$ cat config.mk
export PLATFORM = sky130hd
export DESIGN_NAME = bwt_ring
export DESIGN_NICKNAME = d
export VERILOG_FILES = /design/src/bwt_pkg.sv /design/src/bwt_ring.sv
export SDC_FILE = /design/constraint.sdc
export NUM_CORES = 2
export LEC_CHECK = 0
export BUFFER_PORTS_ARGS = -buffer_cell sky130_fd_sc_hd__buf_2
export CAP_MARGIN = 10
export CORE_MARGIN = 10
export CORE_UTILIZATION = 55
export CTS_CLUSTER_DIAMETER = 100
export DETAILED_ROUTE_END_ITERATION = 16
export HOLD_SLACK_MARGIN = 0.02
export PLACE_DENSITY = 0.83
export SLEW_MARGIN = 10
export SYNTH_ARGS = -nofsm -noshare
export SYNTH_HDL_FRONTEND = slang
export SYNTH_SLANG_ARGS = --single-unit
$ cat constraint.sdc
create_clock -name clk -period 7.6 [get_ports clk]
set_clock_uncertainty 0.05 [all_clocks]
set_input_delay 1.52 -clock clk [delete_from_list [all_inputs] [get_ports clk]]
set_output_delay 1.52 -clock clk [all_outputs]
set_load 0.1 [all_outputs]
$ cat src/bwt_pkg.sv
package bwt_pkg;

    // field widths
    localparam int TIME_W  = 40;
    localparam int HIT_W   = 20;
    localparam int SPAN_W  = 24;
    localparam int LIMIT_W = 6;
    localparam int CLASS_W = 3;
    localparam int CNT_W   = 7;
    localparam int CFG_IDX_W  = 3;
    localparam int CFG_DATA_W = 24;
    localparam int IN_DATA_W  = 64;
    localparam int OUT_DATA_W = 104;

    typedef logic [TIME_W-1:0]  tstamp_t;
    typedef logic [HIT_W-1:0]   hit_t;
    typedef logic [SPAN_W-1:0]  span_t;
    typedef logic [LIMIT_W-1:0] limit_t;
    typedef logic [CLASS_W-1:0] class_t;

    // register indexes
    localparam logic [CFG_IDX_W-1:0] REG_LOW_HIT_CUT     = 3'd0;
    localparam logic [CFG_IDX_W-1:0] REG_HIGH_HIT_CUT    = 3'd1;
    localparam logic [CFG_IDX_W-1:0] REG_VETO_SPAN_US    = 3'd2;
    localparam logic [CFG_IDX_W-1:0] REG_MUON_WINDOW_US  = 3'd3;
    localparam logic [CFG_IDX_W-1:0] REG_BURST_WINDOW_US = 3'd4;
    localparam logic [CFG_IDX_W-1:0] REG_MUON_LIMIT      = 3'd5;
    localparam logic [CFG_IDX_W-1:0] REG_BURST_LIMIT     = 3'd6;

    // register reset values
    localparam hit_t   RST_LOW_HIT_CUT     = 20'd11500;
    localparam hit_t   RST_HIGH_HIT_CUT    = 20'd29000;
    localparam span_t  RST_VETO_SPAN_US    = 24'd1500;
    localparam span_t  RST_MUON_WINDOW_US  = 24'd100000;
    localparam span_t  RST_BURST_WINDOW_US = 24'd80000;
    localparam limit_t RST_MUON_LIMIT      = 6'd8;
    localparam limit_t RST_BURST_LIMIT     = 6'd4;

    // event classes
    localparam class_t CLS_NONE         = 3'd0;
    localparam class_t CLS_BURST_KEPT   = 3'd1;
    localparam class_t CLS_BURST_VETOED = 3'd2;
    localparam class_t CLS_MUON_KEPT    = 3'd3;
    localparam class_t CLS_MUON_VETOED  = 3'd4;
    localparam class_t CLS_BELOW_CUTS   = 3'd5;

    // item kinds
    localparam logic KIND_EVENT = 1'b0;
    localparam logic KIND_TICK  = 1'b1;

    // control from the sequencer to one time store
    typedef struct packed {
        logic push;
        logic pop;
        logic scan_start;
        logic rd_en;
        logic scan_adv;
    } ring_ctrl_t;

endpackage

$ cat src/bwt_ring.sv
module bwt_ring #(
    parameter int DEPTH = 64
) (
    input  logic                          clk,
    input  logic                          rst_n,
    input  bwt_pkg::ring_ctrl_t           ctrl,
    input  bwt_pkg::tstamp_t              push_time,
    output bwt_pkg::tstamp_t              rd_data,
    output logic [$clog2(DEPTH+1)-1:0]    count
);
    import bwt_pkg::*;

    localparam int AW = $clog2(DEPTH);
    localparam int CW = $clog2(DEPTH+1);

    tstamp_t         mem [DEPTH];
    tstamp_t         rd_data_reg;
    logic [AW-1:0]   head_reg;
    logic [AW-1:0]   tail_reg;
    logic [AW-1:0]   ptr_reg;
    logic [CW-1:0]   count_reg;
    logic            full;

    function automatic logic [AW-1:0] wrap_inc(input logic [AW-1:0] i);
        return (i == AW'(DEPTH - 1)) ? '0 : i + 1'b1;
    endfunction

    assign full    = (count_reg == CW'(DEPTH));
    assign rd_data = rd_data_reg;
    assign count   = count_reg;

    // storage with registered read at the scan pointer
    always_ff @(posedge clk)
    begin
        if (ctrl.push)
        begin
            mem[tail_reg] <= push_time;
        end
        if (ctrl.rd_en)
        begin
            rd_data_reg <= mem[ptr_reg];
        end
    end

    // head, tail, fill and scan pointer
    always_ff @(posedge clk or negedge rst_n)
    begin
        if (!rst_n)
        begin
            head_reg  <= '0;
            tail_reg  <= '0;
            ptr_reg   <= '0;
            count_reg <= '0;
        end
        else
        begin
            if (ctrl.push)
            begin
                tail_reg <= wrap_inc(tail_reg);
                // full store drops its oldest entry
                if (full)
                begin
                    head_reg <= wrap_inc(head_reg);
                end
                else
                begin
                    count_reg <= count_reg + 1'b1;
                end
            end
            else if (ctrl.pop)
            begin
                head_reg  <= wrap_inc(head_reg);
                count_reg <= count_reg - 1'b1;
            end
            if (ctrl.scan_start)
            begin
                ptr_reg <= head_reg;
            end
            else if (ctrl.scan_adv)
            begin
                ptr_reg <= wrap_inc(ptr_reg);
            end
        end
    end

endmodule

After elaboration in Yosys (flattened, before gate mapping):

Memories as Yosys holds them, arrays and structs flattened. A register that Yosys moved wholly into a read port is not among the register bits.
Cells that the tools add are included.

* bits in writable memories: 2560
* logic and storage cells: 33
* bits of input ports: 47
* bits in registers: 25
* memories: 1
* output and inout port bits: 47

Memory list
* mem: depth 64, width 40, read ports 1, clocked after Yosys merged registers in 1, write ports 1, line bwt_ring.sv:16 `tstamp_t mem [DEPTH];`

* $add $sub $neg: 5
* reduce and logical (&&, ||, !) cells: 4
* multiplexer cells: 13
* equal/unequal tests: 6

Operators by type and width (count)
* two-way mux 6 bit: 8
* two-way mux 7 bit: 3
* adder 6 x 1 -> 6 bit, second input constant: 3
* == test 6 bit, second input constant: 3
* adder 7 x 1 -> 7 bit, second input constant: 1
* == test 7 bit, second input constant: 1
* subtractor 7 x 1 -> 7 bit, second input constant: 1
* AND reduction 2 bit: 2
* nonzero test 2 bit: 2
* two-way mux 1 bit: 2
* != test 2 x 1 -> 1 bit, second input constant: 1
* != test 2 bit, second input constant: 1

Logic depth before layout (Yosys ltp):

* depth after elaboration: 4
* depth in mapped cells: 10
* depth with buffers taken out: 7

Worst setup path after synthesis:

Ideal clock, no wire load.

* path type: input to register
* start point: input port ctrl[4] in the netlist's numbering
* end point: memory mem[48][0] in the netlist's numbering (enable)
* path buffers: 1
* required time: 7063 ps
* arrival: 5158 ps
* setup time: 487 ps
* slack: 1905 ps
* stages: 5
* path through: clkbuf_1 > inv_1 > nor2_1 > nand3_1 > nor3_1

* cells in the longest elaborated chain, start to end: 2

Ends and longest elaborated chain
* start: declaration: line bwt_ring.sv:6 `input bwt_pkg::ring_ctrl_t ctrl,`
* two-way mux 1 bit: line bwt_ring.sv:35 `if (ctrl.push)`
* two-way mux 1 bit (not written as such): line bwt_ring.sv:37 `mem[tail_reg] <= push_time;`
* end: declaration: line bwt_ring.sv:16

No other way between the ends.

Worst setup path after layout:

* start point: input port ctrl[4] in the netlist's numbering
* end point: memory mem[3][37] in the netlist's numbering (enable)

The elaborated chain is that of the path after synthesis.

==> metrics.txt <==
Crit path largest cell delay 760 ps; Hold Violations, Final 0; asr flop ratio synth 0.952%; critical path start-end classification input pin to flop; Mapped Cells 4,328; global route overflow 0; synthesized-area fraction occupied by adder cells 0.120%; Max-Cap Viols 0; worst setup margin 3320 ps; Tot Pwr 0.0398 W; largest family of logic cells by synthesized area multiplexers; max reg flops 2,560; final setup TNS 0 ps; core area 0.181 mm2; crit-path max FO 28; Worst-Skew Late Latency 890 ps; Syn Nets 4,384; status complete, no violations; All-Layer GR Usage 28.6%; die height 446 um; first-pass GRT wire length 403,000 um; Reg clk slew, reported paths 70 ps; Ports 94; number of H-tree levels 4; vias in the first global route 52,100; largest net degree at the start of global routing 98; Vias 51,500; commonest cells after routing, fill and taps aside 2,600 x edfxtp_1, 624 x mux4_2, 236 x clkbuf_16, 142 x buf_4, 123 x mux2i_1; Crit path required time 8060 ps; die area 0.199 mm2; number of DRC markers in iteration 0 9,105; RSZ-0062 raised after global routing false; Slew @ Worst Pin 1340 ps; WP data arrival 4740 ps; Syn Std Cell Area 0.0999 mm2; Detailed Place HPWL 146,000 um; initial antenna violation count 20; Post-synth EDFFs 2,600; Synth Register Bits 2,625; 1st-pass router iterations 8; min-delay worst type flop to flop; Avg Cell Area, Syn 23.1 um2; GPL Wtd Cong 0.854; post-synthesis sequential area ratio 78.8%; most common cell after layout, fill and taps aside edfxtp_1; CP endpoint kind flop; CTS tree yes; Vias/cell 7.21; post-synth top area cell edfxtp_1; Syn. warnings 0; Critical Path Start Type input pin; port buffer count 93; pwr dens 358 mW/mm2; DRT Wirelength 284,000 um; hold_buf cts 0; xor/xnor share of the synthesized area 0.140%; Yosys top cell area share 78.2%; multiplexer share of the synthesized area 15.4%; Max-Slew Margin vs Limit 10.8%; top cells by area, synth edfxtp_1 78%, mux4_2 14%, mux2i_1 1.2%, dfrtp_1 0.63%, a221oi_1 0.62%; area delta synth->final 11.2%; Clock Sinks 2,625; CP bufs+invs 3; post-route ant nets 0; CP max stage cell nor2_1; Compound-Gate Fraction of Synth Area 2.77%; Root Driver clkbuf_16; setup bufs post-CTS 0; Final min period 4280 ps; fmax 0.234 GHz; Nets 4,618; Resized Gates After CTS 0; FP Rows 156; Lkg Pwr 34.4 nW; crit path cell chain buf_2 -> inv_1 -> nor2_1 -> nand3_1 -> nor2_4 -> buf_4; layout cells sized above 1 26.7%; fillcell total 11,300; worst-case clock buffer depth 3; die width 446 um; area occupied by registers 0.0787 mm2; post-synth cell types 56; Initial Util 55.2%; Final setup violation count 0; ratio of final minimum period to clock period 56.3%; worst slack, placed 2670 ps; Peak VDD IR 0.252 mV; Slew Limit Fails 0; Multi-input gate area 0.0202 mm2; drt drc 0; Num CTS Buffers 233; crit-path leading delay family simple AND/OR/NAND/NOR gates; Simple-Gate Fraction of Synth Area 1.35%; Synth Flop Type edfxtp_1; WL per Instance 39.7 um
per-stage QoR:
step                hold slack [ps]  instances  utilization, %  area, um2
global placement                423       6695            57.3     104000
global route                    468       7134            61.4     111000
CTS                             445       7126            61.4     111000
detailed placement              429       6695            57.3     104000
finish                          437       7139            61.4     111000
floorplan                       410       4328               -      99900
where the power goes:
part           internal, W  switching, W  leakage (nW)
Clock              0.00634       0.00535          3.60
Sequential          0.0167      0.000523          23.7
Combinational      0.00373       0.00716          7.04
layer usage:
layer	GRT usage, %	up-vias	wire length [um]
met3	7.59	1026	38300
met1	35.7	26400	88200
met4	17.0	16	20800
met2	45.2	5002	136000
met5	0	-	113
li1	-	19000	-
area by class of cell:
type                    instances  share of cell area, %
flip-flops and latches       2625                   70.9
multi-input cells            1458                   18.2
clock buffers                 285                   5.48
well taps                    2370                   2.67
repair buffers                238                   1.54
clock inverters               146                   1.17
diodes                         11                 0.0248
inverters                       6                 0.0203
cell families (layout without fill, tap and decap cells):
family          count (synthesis)  in the layout
flops                        2625           2625
mux                           752            752
compound gates                390            390
simple gates                  291            291
buf+inv                       245            675
xor+xnor                       16             16
fa+ha+maj                       9              9
other cells                     0             11
worst reg2reg max path, delay by kind of cell, from the launching register on:
kind / cells / cell delay, ps
buffers and inverters: 2 / 920
AND/OR/NAND/NOR: 3 / 1210
AO/OA/AOI/OAI: 2 / 890
flip-flops: 1 / 870
cells in the mapped netlist, drive strengths merged (33+ instances only):
master,count
a221oi,71
o21ai,39
mux4,624
edfxtp,2600
a22o,47
a21oi,86
o22ai,65
o221ai,45
mux2i,123
clkbuf,89
nand2,64
nor2,113
buf,150
nor3,33
path summary, 6_finish.rpt:
check / from / end / slack [ps] / cells after the start
min in group asynchronous: rst_n / count[2] / 650 / 1
worst min-delay path: count[6] / count[6] / 440 / 1
worst max-delay path: ctrl[4] / mem[3][37] / 3320 / 6
max in group asynchronous: rst_n / ptr_reg[3] / 6270 / 1
worst max register to register: ptr_reg[1] / rd_data[26] / 3360 / 7
worst min register to register: count[6] / count[6] / 440 / 1
No activity file was read; power rests on OpenSTA's default activity.
